## src/hw/rtl/triv_pkg.sv

```systemverilog
`default_nettype none

package triv_pkg;

  // Register lengths of the three feedback shift registers.
  localparam int unsigned LEN_A = 93;
  localparam int unsigned LEN_B = 84;
  localparam int unsigned LEN_C = 111;

  // Key and IV length, and rounds per byte.
  localparam int unsigned KEY_W       = 80;
  localparam int unsigned BYTE_W      = 8;
  localparam int unsigned WARM_ROUNDS = 1152;
  localparam int unsigned WARM_STEPS  = WARM_ROUNDS / BYTE_W;
  localparam int unsigned WARM_CNT_W  = $clog2(WARM_STEPS);

  // Configuration port.
  localparam int unsigned CFG_IDX_W  = 3;
  localparam int unsigned CFG_DATA_W = 64;
  localparam int unsigned UPPER_W    = KEY_W - CFG_DATA_W;

  localparam logic [CFG_IDX_W-1:0] CFG_KEY_UPPER = 3'd0;
  localparam logic [CFG_IDX_W-1:0] CFG_KEY_LOWER = 3'd1;
  localparam logic [CFG_IDX_W-1:0] CFG_IV_UPPER  = 3'd2;
  localparam logic [CFG_IDX_W-1:0] CFG_IV_LOWER  = 3'd3;

  // One queued input word.
  typedef struct packed {
    logic              restart;
    logic [BYTE_W-1:0] data;
  } triv_item_t;

  // Key and IV as loaded on a restart.
  typedef struct packed {
    logic [KEY_W-1:0] key;
    logic [KEY_W-1:0] iv;
  } triv_seed_t;

  // Complete cipher state.
  typedef struct packed {
    logic [LEN_A-1:0] a;
    logic [LEN_B-1:0] b;
    logic [LEN_C-1:0] c;
  } triv_state_t;

  // Core sequencer states.
  typedef enum logic [1:0] {
    ST_RUN,
    ST_WARM,
    ST_LAST
  } triv_fsm_t;

  // Keystream bit of the current state.
  function automatic logic triv_zbit(triv_state_t s);
    triv_zbit = s.a[65] ^ s.a[92] ^ s.b[68] ^ s.b[83] ^ s.c[65] ^ s.c[110];
  endfunction

  // One round: every register shifts up by one cell and takes its feedback in cell 0.
  function automatic triv_state_t triv_round(triv_state_t s);
    logic        t1;
    logic        t2;
    logic        t3;
    triv_state_t n;
    t1  = s.a[65] ^ s.a[92] ^ (s.a[90] & s.a[91]) ^ s.b[77];
    t2  = s.b[68] ^ s.b[83] ^ (s.b[81] & s.b[82]) ^ s.c[86];
    t3  = s.c[65] ^ s.c[110] ^ (s.c[108] & s.c[109]) ^ s.a[68];
    n.a = {s.a[LEN_A-2:0], t3};
    n.b = {s.b[LEN_B-2:0], t1};
    n.c = {s.c[LEN_C-2:0], t2};
    triv_round = n;
  endfunction

endpackage

`default_nettype wire

```

## src/hw/rtl/triv_if.sv

```systemverilog
`default_nettype none

// Input channel: one byte plus the restart flag per word.
interface triv_in_if;
  logic                          valid;
  logic                          ready;
  logic [triv_pkg::BYTE_W-1:0]   in_byte;
  logic                          restart;
  modport source (output valid, output in_byte, output restart, input ready);
  modport sink   (input valid, input in_byte, input restart, output ready);
endinterface

// Result channel: one byte per word.
interface triv_out_if;
  logic                          valid;
  logic                          ready;
  logic [triv_pkg::BYTE_W-1:0]   out_byte;
  modport source (output valid, output out_byte, input ready);
  modport sink   (input valid, input out_byte, output ready);
endinterface

// Configuration write channel.
interface triv_cfg_if;
  logic                              valid;
  logic                              ready;
  logic [triv_pkg::CFG_IDX_W-1:0]    index;
  logic [triv_pkg::CFG_DATA_W-1:0]   data;
  modport source (output valid, output index, output data, input ready);
  modport sink   (input valid, input index, input data, output ready);
endinterface

`default_nettype wire

```

## src/hw/rtl/trivium_stream_cipher_top.sv

```systemverilog
// Trivium stream cipher, 80-bit key and IV, one byte per word.
// Channels: in_ch carries in_byte and restart, out_ch returns out_byte,
// cfg_ch writes key_upper, key_lower, iv_upper and iv_lower at indexes 0 to 3;
// other indexes are ignored. The configuration port is always ready.
// Each word is XORed with eight keystream bits, the first bit at the MSB, so
// the same operation encrypts and decrypts.
// Throughput: one byte per cycle while out_ch is ready and no restart runs;
// eight rounds are unrolled in the core. A plain byte goes from the head
// of the two-entry input queue through the result register to out_ch.
// A word with restart set first reloads the state from key and IV, then
// runs 1152 warm-up rounds eight at a time before its own byte is ciphered.
// New key or IV values take effect at the next restart.
// Reset (rst_n low, synchronous) clears the cipher state and the key and IV
// registers; until the first restart the keystream is all zeros.
// On a receiver stall the result register holds its byte, the core pops no
// words (warm-up goes on) and the queue fills; in_ch.ready drops at two words.
`default_nettype none

module trivium_stream_cipher_top (
  input  wire logic  clk,
  input  wire logic  rst_n,
  triv_in_if.sink    in_ch,
  triv_out_if.source out_ch,
  triv_cfg_if.sink   cfg_ch
);

  logic [triv_pkg::UPPER_W-1:0]     key_upper_r;
  logic [triv_pkg::CFG_DATA_W-1:0]  key_lower_r;
  logic [triv_pkg::UPPER_W-1:0]     iv_upper_r;
  logic [triv_pkg::CFG_DATA_W-1:0]  iv_lower_r;
  triv_pkg::triv_seed_t             seed;
  triv_pkg::triv_item_t             in_item;
  triv_pkg::triv_item_t             head_item;
  logic                             head_valid;
  logic                             head_pop;
  logic                             cfg_we;

  // Configuration registers.
  assign cfg_ch.ready = 1'b1;
  assign cfg_we       = cfg_ch.valid;

  always_ff @(posedge clk) begin
    if (!rst_n) begin
      key_upper_r <= '0;
      key_lower_r <= '0;
      iv_upper_r  <= '0;
      iv_lower_r  <= '0;
    end else if (cfg_we) begin
      case (cfg_ch.index)
        triv_pkg::CFG_KEY_UPPER: key_upper_r <= cfg_ch.data[triv_pkg::UPPER_W-1:0];
        triv_pkg::CFG_KEY_LOWER: key_lower_r <= cfg_ch.data;
        triv_pkg::CFG_IV_UPPER:  iv_upper_r  <= cfg_ch.data[triv_pkg::UPPER_W-1:0];
        triv_pkg::CFG_IV_LOWER:  iv_lower_r  <= cfg_ch.data;
        default: begin
        end
      endcase
    end
  end

  assign seed.key = {key_upper_r, key_lower_r};
  assign seed.iv  = {iv_upper_r, iv_lower_r};

  assign in_item.restart = in_ch.restart;
  assign in_item.data    = in_ch.in_byte;

  // Front: input queue.
  triv_front u_front (
    .clk        (clk),
    .rst_n      (rst_n),
    .in_valid   (in_ch.valid),
    .in_ready   (in_ch.ready),
    .in_item    (in_item),
    .head_valid (head_valid),
    .head_item  (head_item),
    .head_pop   (head_pop)
  );

  // Back: cipher core with result register.
  triv_core u_core (
    .clk        (clk),
    .rst_n      (rst_n),
    .seed       (seed),
    .head_valid (head_valid),
    .head_item  (head_item),
    .head_pop   (head_pop),
    .out_valid  (out_ch.valid),
    .out_byte   (out_ch.out_byte),
    .out_ready  (out_ch.ready)
  );

endmodule

`default_nettype wire

```

## src/hw/rtl/triv_front.sv

```systemverilog
`default_nettype none

// Accepts input words into a two-entry queue and presents the oldest one to the core.
module triv_front (
  input  wire logic                 clk,
  input  wire logic                 rst_n,
  input  wire logic                 in_valid,
  output logic                      in_ready,
  input  wire triv_pkg::triv_item_t in_item,
  output logic                      head_valid,
  output triv_pkg::triv_item_t      head_item,
  input  wire logic                 head_pop
);

  triv_pkg::triv_item_t q_r [2];
  logic                 wr_ptr_r;
  logic                 wr_ptr_nxt;
  logic                 rd_ptr_r;
  logic                 rd_ptr_nxt;
  logic [1:0]           cnt_r;
  logic [1:0]           cnt_nxt;
  logic                 push;
  logic                 pop;

  assign in_ready   = (cnt_r != 2'd2);
  assign head_valid = (cnt_r != 2'd0);
  assign head_item  = q_r[rd_ptr_r];
  assign push       = in_valid && in_ready;
  assign pop        = head_pop && head_valid;

  // Pointer and fill count update.
  always_comb begin
    wr_ptr_nxt = push ? ~wr_ptr_r : wr_ptr_r;
    rd_ptr_nxt = pop ? ~rd_ptr_r : rd_ptr_r;
    cnt_nxt    = cnt_r + 2'(push) - 2'(pop);
  end

  always_ff @(posedge clk) begin
    if (!rst_n) begin
      wr_ptr_r <= 1'b0;
      rd_ptr_r <= 1'b0;
      cnt_r    <= 2'd0;
    end else begin
      wr_ptr_r <= wr_ptr_nxt;
      rd_ptr_r <= rd_ptr_nxt;
      cnt_r    <= cnt_nxt;
    end
  end

  // Queue storage.
  always_ff @(posedge clk) begin
    if (push) begin
      q_r[wr_ptr_r] <= in_item;
    end
  end

endmodule

`default_nettype wire

```

## src/hw/rtl/triv_core.sv

```systemverilog
`default_nettype none

// Cipher core: loads and warms up the state on a restart, then runs eight rounds per byte.
module triv_core (
  input  wire logic                        clk,
  input  wire logic                        rst_n,
  input  wire triv_pkg::triv_seed_t        seed,
  input  wire logic                        head_valid,
  input  wire triv_pkg::triv_item_t        head_item,
  output logic                             head_pop,
  output logic                             out_valid,
  output logic [triv_pkg::BYTE_W-1:0]      out_byte,
  input  wire logic                        out_ready
);

  triv_pkg::triv_fsm_t                  fsm_r;
  triv_pkg::triv_fsm_t                  fsm_nxt;
  triv_pkg::triv_state_t                st_r;
  triv_pkg::triv_state_t                st_nxt;
  triv_pkg::triv_state_t                st_load;
  triv_pkg::triv_state_t                st_step;
  logic [triv_pkg::WARM_CNT_W-1:0]      cnt_r;
  logic [triv_pkg::WARM_CNT_W-1:0]      cnt_nxt;
  logic                                 out_valid_r;
  logic                                 out_valid_nxt;
  logic [triv_pkg::BYTE_W-1:0]          out_byte_r;
  logic [triv_pkg::BYTE_W-1:0]          out_byte_nxt;
  logic [triv_pkg::BYTE_W-1:0]          ks;
  logic                                 out_free;
  logic                                 emit;

  assign out_valid = out_valid_r;
  assign out_byte  = out_byte_r;
  assign out_free  = !out_valid_r || out_ready;

  // Fresh state from key and IV; the first key or IV bit goes to cell 0.
  always_comb begin
    st_load = '0;
    for (int i = 0; i < triv_pkg::KEY_W; i++) begin
      st_load.a[i] = seed.key[triv_pkg::KEY_W-1-i];
      st_load.b[i] = seed.iv[triv_pkg::KEY_W-1-i];
    end
    st_load.c[triv_pkg::LEN_C-1] = 1'b1;
    st_load.c[triv_pkg::LEN_C-2] = 1'b1;
    st_load.c[triv_pkg::LEN_C-3] = 1'b1;
  end

  // Eight rounds; the first keystream bit lands in the byte's top bit.
  always_comb begin
    st_step = st_r;
    ks      = '0;
    for (int i = 0; i < triv_pkg::BYTE_W; i++) begin
      ks[triv_pkg::BYTE_W-1-i] = triv_pkg::triv_zbit(st_step);
      st_step                  = triv_pkg::triv_round(st_step);
    end
  end

  // Sequencer: next state and outputs.
  always_comb begin
    fsm_nxt       = fsm_r;
    st_nxt        = st_r;
    cnt_nxt       = cnt_r;
    emit          = 1'b0;
    head_pop      = 1'b0;
    case (fsm_r)
      triv_pkg::ST_RUN: begin
        if (head_valid && head_item.restart) begin
          st_nxt  = st_load;
          cnt_nxt = '0;
          fsm_nxt = triv_pkg::ST_WARM;
        end else if (head_valid && out_free) begin
          st_nxt   = st_step;
          emit     = 1'b1;
          head_pop = 1'b1;
        end
      end
      triv_pkg::ST_WARM: begin
        st_nxt  = st_step;
        cnt_nxt = cnt_r + 1'b1;
        if (cnt_r == triv_pkg::WARM_CNT_W'(triv_pkg::WARM_STEPS - 1)) begin
          fsm_nxt = triv_pkg::ST_LAST;
        end
      end
      triv_pkg::ST_LAST: begin
        if (out_free) begin
          st_nxt   = st_step;
          emit     = 1'b1;
          head_pop = 1'b1;
          fsm_nxt  = triv_pkg::ST_RUN;
        end
      end
      default: begin
        fsm_nxt = triv_pkg::ST_RUN;
      end
    endcase
    out_valid_nxt = emit || (out_valid_r && !out_ready);
    out_byte_nxt  = emit ? (head_item.data ^ ks) : out_byte_r;
  end

  always_ff @(posedge clk) begin
    if (!rst_n) begin
      fsm_r       <= triv_pkg::ST_RUN;
      st_r        <= '0;
      cnt_r       <= '0;
      out_valid_r <= 1'b0;
    end else begin
      fsm_r       <= fsm_nxt;
      st_r        <= st_nxt;
      cnt_r       <= cnt_nxt;
      out_valid_r <= out_valid_nxt;
    end
  end

  // Result byte needs no reset; its valid flag qualifies it.
  always_ff @(posedge clk) begin
    out_byte_r <= out_byte_nxt;
  end

endmodule

`default_nettype wire

```

## src/flat_wrapper.sv

```systemverilog
// flat-port wrapper written by rule: the top's interface ports become plain ports
module trivium_stream_cipher_top_flat 
  (clk, rst_n, in_ch_valid, in_ch_in_byte, in_ch_restart, in_ch_ready, out_ch_valid, out_ch_out_byte, out_ch_ready, cfg_ch_valid, cfg_ch_index, cfg_ch_data, cfg_ch_ready);
  triv_in_if in_ch_i ();
  triv_out_if out_ch_i ();
  triv_cfg_if cfg_ch_i ();
  input  wire logic clk;
  input  wire logic rst_n;
  input wire logic [$bits(in_ch_i.valid)-1:0] in_ch_valid;
  input wire logic [$bits(in_ch_i.in_byte)-1:0] in_ch_in_byte;
  input wire logic [$bits(in_ch_i.restart)-1:0] in_ch_restart;
  output wire logic [$bits(in_ch_i.ready)-1:0] in_ch_ready;
  output wire logic [$bits(out_ch_i.valid)-1:0] out_ch_valid;
  output wire logic [$bits(out_ch_i.out_byte)-1:0] out_ch_out_byte;
  input wire logic [$bits(out_ch_i.ready)-1:0] out_ch_ready;
  input wire logic [$bits(cfg_ch_i.valid)-1:0] cfg_ch_valid;
  input wire logic [$bits(cfg_ch_i.index)-1:0] cfg_ch_index;
  input wire logic [$bits(cfg_ch_i.data)-1:0] cfg_ch_data;
  output wire logic [$bits(cfg_ch_i.ready)-1:0] cfg_ch_ready;
  assign in_ch_i.valid = in_ch_valid;
  assign in_ch_i.in_byte = in_ch_in_byte;
  assign in_ch_i.restart = in_ch_restart;
  assign in_ch_ready = in_ch_i.ready;
  assign out_ch_valid = out_ch_i.valid;
  assign out_ch_out_byte = out_ch_i.out_byte;
  assign out_ch_i.ready = out_ch_ready;
  assign cfg_ch_i.valid = cfg_ch_valid;
  assign cfg_ch_i.index = cfg_ch_index;
  assign cfg_ch_i.data = cfg_ch_data;
  assign cfg_ch_ready = cfg_ch_i.ready;
  trivium_stream_cipher_top u_core (.clk(clk), .rst_n(rst_n), .in_ch(in_ch_i), .out_ch(out_ch_i), .cfg_ch(cfg_ch_i));
endmodule
```

## config.mk

```make
export PLATFORM = sky130hd
export DESIGN_NAME = trivium_stream_cipher_top_flat
export DESIGN_NICKNAME = d
export VERILOG_FILES = /design/src/hw/rtl/triv_pkg.sv /design/src/hw/rtl/triv_if.sv /design/src/hw/rtl/trivium_stream_cipher_top.sv /design/src/hw/rtl/triv_front.sv /design/src/hw/rtl/triv_core.sv /design/src/flat_wrapper.sv
export SDC_FILE = /design/constraint.sdc
export NUM_CORES = 1
export LEC_CHECK = 0
export ABC_AREA = 1
export BUFFER_PORTS_ARGS = -buffer_cell sky130_fd_sc_hd__buf_2
export CORE_MARGIN = 4
export CORE_UTILIZATION = 30
export CTS_CLUSTER_DIAMETER = 120
export DETAILED_ROUTE_END_ITERATION = 12
export GPL_ROUTABILITY_DRIVEN = 0
export MAX_ROUTING_LAYER = met4
export SYNTH_ARGS = -nofsm -noshare
export SYNTH_HDL_FRONTEND = slang
export SYNTH_SLANG_ARGS = --single-unit
```

## constraint.sdc

```tcl
create_clock -name clk -period 5.5 [get_ports clk]
set_input_delay 1.1 -clock clk [delete_from_list [all_inputs] [get_ports clk]]
set_output_delay 1.1 -clock clk [all_outputs]
set_load 0.02 [all_outputs]
```

# Word-level counts from Yosys, hierarchy flattened
# Memories as Yosys holds them, arrays and structs flattened. A register that Yosys moved wholly into a read port is not among the register bits.
# Index checks and enable logic that the tools add are counted.
# word_totals
register_bits,471
ramBits,18
input_bits,81
out_inout_bits,11
wordCells,199
n_memories,1
# classes
n_addsub,3
n_eq_ne,11
muxes,18
bitwise,131
reduce_logical,21
# mem_list
name,depth,width,rd,rd_clocked_by_memory_dff,write_ports,line_no,rtl
u_core.u_front.q_r,2,9,1,1,1,triv_front.sv:15,triv_pkg::triv_item_t q_r [2];
# op_table
op,count
288-bit two-way mux,3
288-bit one-hot mux with 3 select lines,1
1-bit bitwise XOR,104
1-bit AND,24
8-bit one-hot mux with 2 select lines,1
2-bit AND reduction,5
8-bit by 1-bit adder with 8-bit output (second input constant),1
8-bit == test (second input constant),1
8-bit two-way mux,1
2-bit != test (second input constant),4
8-bit bitwise XOR,1
1-bit two-way mux,7
3-bit by 2-bit == test with 1-bit output (second input constant),2
2-bit two-way mux,3
2-bit one-hot mux with 3 select lines,1
3-bit AND reduction,2
1-bit logical AND,5
2-bit nonzero test,2
3-bit by 1-bit == test with 1-bit output (second input constant),1
3-bit logical NOT,1
3-bit != test (second input constant),1
3-bit nonzero test,1
2-bit by 1-bit adder with 2-bit output,1
2-bit by 1-bit == test with 1-bit output (second input constant),1
7 further kinds,10

# Depth between registers and ports, before layout
# depth
word_depth,9
ltp_mapped,13
depth_no_buf,12

# Hierarchy
# Synthesis repeated with hierarchy kept, for this count alone.
# hier_totals
cells_unflattened,3236
area_unflattened_um2,22012.4
# modules_own_cells
mod,instances,cells_each,area_each_um2
triv_core,1,2224,14543.9
trivium_stream_cipher_top,1,948,6521.3
triv_front,1,64,947.2

# Least setup slack after synthesis
# Ideal clock, no wire load.
# synth_timing
path_type,input to register
from,input port out_ch_ready
to,register u_core.u_front.cnt_r[1]
setup_ns,0.070
arrival_time_ns,2.392
required_time_ns,5.430
path_slack_ns,3.038
cell_stages,11
cell_sequence,inv_1 -> nand2_1 -> nand2_2 -> nand3b_1 -> a21boi_0 -> ha_1 -> inv_1 -> ha_1 -> xor2_1 -> o21ai_0 -> a21oi_1
# synth_via
elab_chain_len,7
word_cells_on_any_way,8
# synth_rtl
item,line_no,rtl
"start, declared",flat_wrapper.sv:15,input wire logic [$bits(out_ch_i.ready)-1:0] out_ch_ready;
1-bit logical OR (*),triv_core.sv:34,assign out_free = !out_valid_r || out_ready;
1-bit logical AND,triv_core.sv:71,end else if (head_valid && out_free) begin
1-bit two-way mux,triv_core.sv:71,
1-bit two-way mux,triv_core.sv:67,if (head_valid && head_item.restart) begin
1-bit one-hot mux with 2 select lines (*),triv_core.sv:65,case (fsm_r)
1-bit logical AND (*),triv_front.sv:29,assign pop = head_pop && head_valid;
net u_core.u_front.pop,triv_front.sv:23,logic pop;
2-bit by 1-bit subtractor with 2-bit output (*),triv_front.sv:35,cnt_nxt = cnt_r + 2'(push) - 2'(pop);
"end signal, assigned",triv_front.sv:46,cnt_r <= cnt_nxt;
"end, declared",triv_front.sv:20,logic [1:0] cnt_r;
# The timed path passes the listed nets; every way through them passes the cells marked *.
# A chain may end at the register's enable or synchronous reset.

==> flow_summary.json <==
{
  "grt_pass1_wl_um": 98200,
  "htreeDepth": 2,
  "peakVddDrop_v": 0.000805,
  "cts.path.max_buffers": 3,
  "fin_crit_ns": 3.08,
  "cts_resized": 0,
  "final.setup_skew_ns": 0.0623,
  "max_freq_mhz": 325,
  "core_area_sq_mm": 0.0758,
  "clock_latency_ns": 0.62,
  "cpMaxStageDelayCell": "dfxtp_1",
  "relSlewSlack_pct": 20.7,
  "fin_util_pct": 33.5,
  "final_cell_mix": "nand2_1 (1094), nor2_1 (791), dfxtp_1 (464), inv_1 (343), o21ai_0 (258)",
  "hold_buffers": 0,
  "r2r_slack_ns": 2.42,
  "dpl_cell_area_sq_mm": 0.0236,
  "die_h_um": 284,
  "area_growth_pct": 10.8,
  "synth_nets": 3635,
  "die_x_um": 284,
  "post_cts_buffers": 0,
  "r2r-end": "u_core.u_core.st_r[141]",
  "dpl_worst_slack_ns": 2.01,
  "io_buffers": 90,
  "dieArea_sq_mm": 0.0809,
  "synthAdderAreaFrac_pct": 0.382,
  "crit_type": "reg2reg",
  "drt-vias-per-instance": 4.40,
  "status": "completed",
  "path_buf_inv": 3,
  "rsz0062_at_grt": "false",
  "finalHoldViolations": 0,
  "hpwl_um": 37900,
  "min_from": "u_core.key_upper_r[11]",
  "fin_crit_sh_pct": 55.9,
  "drive_above_1_share_pct": 5.91,
  "crit_fanout": 216,
  "rr_worst_depth": 11,
  "synth_mux_area_share_pct": 0,
  "yosys_register_bits": 490,
  "cts_tree": "done",
  "cp_data_arrival_time_ns": 3.59,
  "synth_cell_type_count": 30,
  "hold_path_class": "reg2reg",
  "drtPass1Iterations": 6,
  "cpPeakStageDelay_ns": 0.60,
  "nets": 3584,
  "synth_top_family_by_area": "simple AND/OR/NAND/NOR gates",
  "dp.cells": 4418,
  "drt-initial-drc-count": 1510,
  "routed_wl_um": 60900,
  "grt_overflow_total": 0,
  "crit_family": "buffers and inverters",
  "max_cap_violations": 0,
  "cp-end-kind": "flip-flop",
  "clkTransAtPathRegs_ns": 0.06,
  "stdcell_count": 4524,
  "cts_root_buffer": "clkbuf_16",
  "io_pins": 92,
  "cts-buffers-inserted": 54,
  "holdPathEnd": "u_core.key_upper_r[11]",
  "vias": 19900,
  "finalSetupTns_ns": 0,
  "synthSimpleGateAreaFrac_pct": 35.9,
  "num_rows": 101,
  "avgSynthCellArea_sq_um": 6.47,
  "seq_area_frac_synth_pct": 43.9,
  "grt_usage_pct": 15.1,
  "startpoint_type": "flip-flop",
  "synth_compound_area_share_pct": 7.50,
  "grt_max_degree": 217,
  "whs_path_depth": 2,
  "slew_violations": 0,
  "wl_per_cell_um": 13.5,
  "power-per-cell-area_mw_per_mm2": 615,
  "worstMarginPinSlew_ns": 1.19,
  "synth_xor_area_share_pct": 1.34,
  "total_power_mw": 15.6,
  "syn_inst": 3547,
  "grt_pass1_vias": 18000,
  "fin_hold_ws_ns": 0.445,
  "remaining_drc_errors": 0,
  "crit_path_cell_trace": "inv_6 -> nand2_2 -> nand2_4 -> nand2_4 -> nand3_2 -> nand3_4 -> buf_12 -> buf_12 -> nand2_1 -> nand2_1 -> nor2_1",
  "cts_num_sinks": 490,
  "critPathRequiredTime_ns": 6.01,
  "yosys_warnings": 0,
  "leakagePower_nw": 11.4,
  "antenna_found_initial": 12,
  "ant_nets": 0,
  "final_common_cell": "nand2_1",
  "setup_viol": 0,
  "timing.final.ws_setup_ns": 2.42,
  "start_util_pct": 30.2,
  "fin_area_sq_mm": 0.0254,
  "syn_area_sq_mm": 0.0229
}
-- worst register-to-register path, stage by stage (launching register included) --
cell and delay (ns):
dfxtp_1 0.60, inv_6 0.10, nand2_2 0.10, nand2_4 0.07
nand2_4 0.08, nand3_2 0.08, nand3_4 0.08, buf_12 0.46
buf_12 0.81, nand2_1 0.44, nand2_1 0.11, nor2_1 0.06
-- cells in the mapped netlist --
cell      number  area share [%]
nand2_1     1094              18
nor2_1       791              13
dfxtp_1      464              41
inv_1        343             5.6
o21ai_0      258             5.6
nand3_1      205             4.5
clkbuf_1     108             1.8
o21ai_1       58             1.3
buf_2         40            0.87
buf_6         35             1.7
a21oi_1       26            0.57
edfxtp_1      26             3.4
xnor2_1       24            0.92
buf_4         19            0.62
xor2_1        11            0.42
buf_1          7            0.11
clkbuf_2       7            0.15
ha_1           7            0.38
inv_2          6           0.098
nand2_2        6            0.16
nand2_4        2           0.098
nand4_1        2           0.055
a21boi_0       1           0.033
conb_1         1           0.016
inv_6          1           0.038
nand3_2        1           0.044
nand3b_1       1           0.033
nand3b_4       1           0.087
nor3_1         1           0.022
nor3b_1        1           0.033
-- worst max path at each step --
stage	start	to	slack, ns	depth (start not counted)
6_report	flip-flop	u_core.u_core.st_r[141]	2.42	11
5_1_grt	flip-flop	u_core.u_core.st_r[277]	2.15	11
4_1_cts	flip-flop	u_core.u_core.st_r[176]	2.43	8
3_5_place_dp	cfg_ch_index[2]	u_core.iv_lower_r[10]	2.01	8
3_3_place_gp	out_ch_ready	u_core.u_core.st_r[63]	2.01	11
2_1_floorplan	out_ch_ready	u_core.u_front.cnt_r[1]	3.04	11
-- state kept, by name (all words and copies together), names as in the netlist, named ones only --
| signal | cells |
|---|---|
| u_core.u_core.st_r | 288 |
| u_core.iv_lower_r | 64 |
| u_core.key_lower_r | 64 |
| u_core.u_front.q_r | 18 |
| u_core.iv_upper_r | 16 |
| u_core.key_upper_r | 16 |
| u_core.u_core.cnt_r | 8 |
| u_core.u_core.out_byte | 8 |
| u_core.u_core.fsm_r | 2 |
| u_core.u_front.cnt_r | 2 |
| u_core.u_core.out_valid | 1 |
| u_core.u_front.rd_ptr_r | 1 |
| u_core.u_front.wr_ptr_r | 1 |
-- where the power goes --
| group | internal, mW | switching (mW) |
|---|---|---|
| sequential | 4.46 | 0.434 |
| clock | 2.07 | 1.52 |
| combinational | 2.34 | 4.81 |
-- cell families (layout without fill, tap and decap cells) --
group	Yosys count	count (layout)
AO/OA/AOI/OAI	343	343
XOR/XNOR	35	35
adder cells (fa/ha/maj)	7	7
buffers and inverters	566	554
flip-flops	490	490
other	1	12
AND/OR/NAND/NOR	2105	2105
-- layer usage --
layer / global-route usage (%) / up-vias / part of all wire (%)
met2: 24.2 / 304 / 46
met3: 2.66 / 71 / 4.8
met4: 3.29 / 0 / 1.8
met5: - / - / 0
met1: 20.0 / 8877 / 48
li1: - / 10700 / -
-- final cells by class --
type	count	area, sq um
fill	8396	50400
clock inverter	21	230
inverter	350	1330
antenna	11	27.5
tap	978	1220
timing repair buffer	109	653
sequential	490	10100
multi-input combinational	2491	10400
clock buffer	74	1520
No activity file was read; power rests on OpenSTA's default activity.
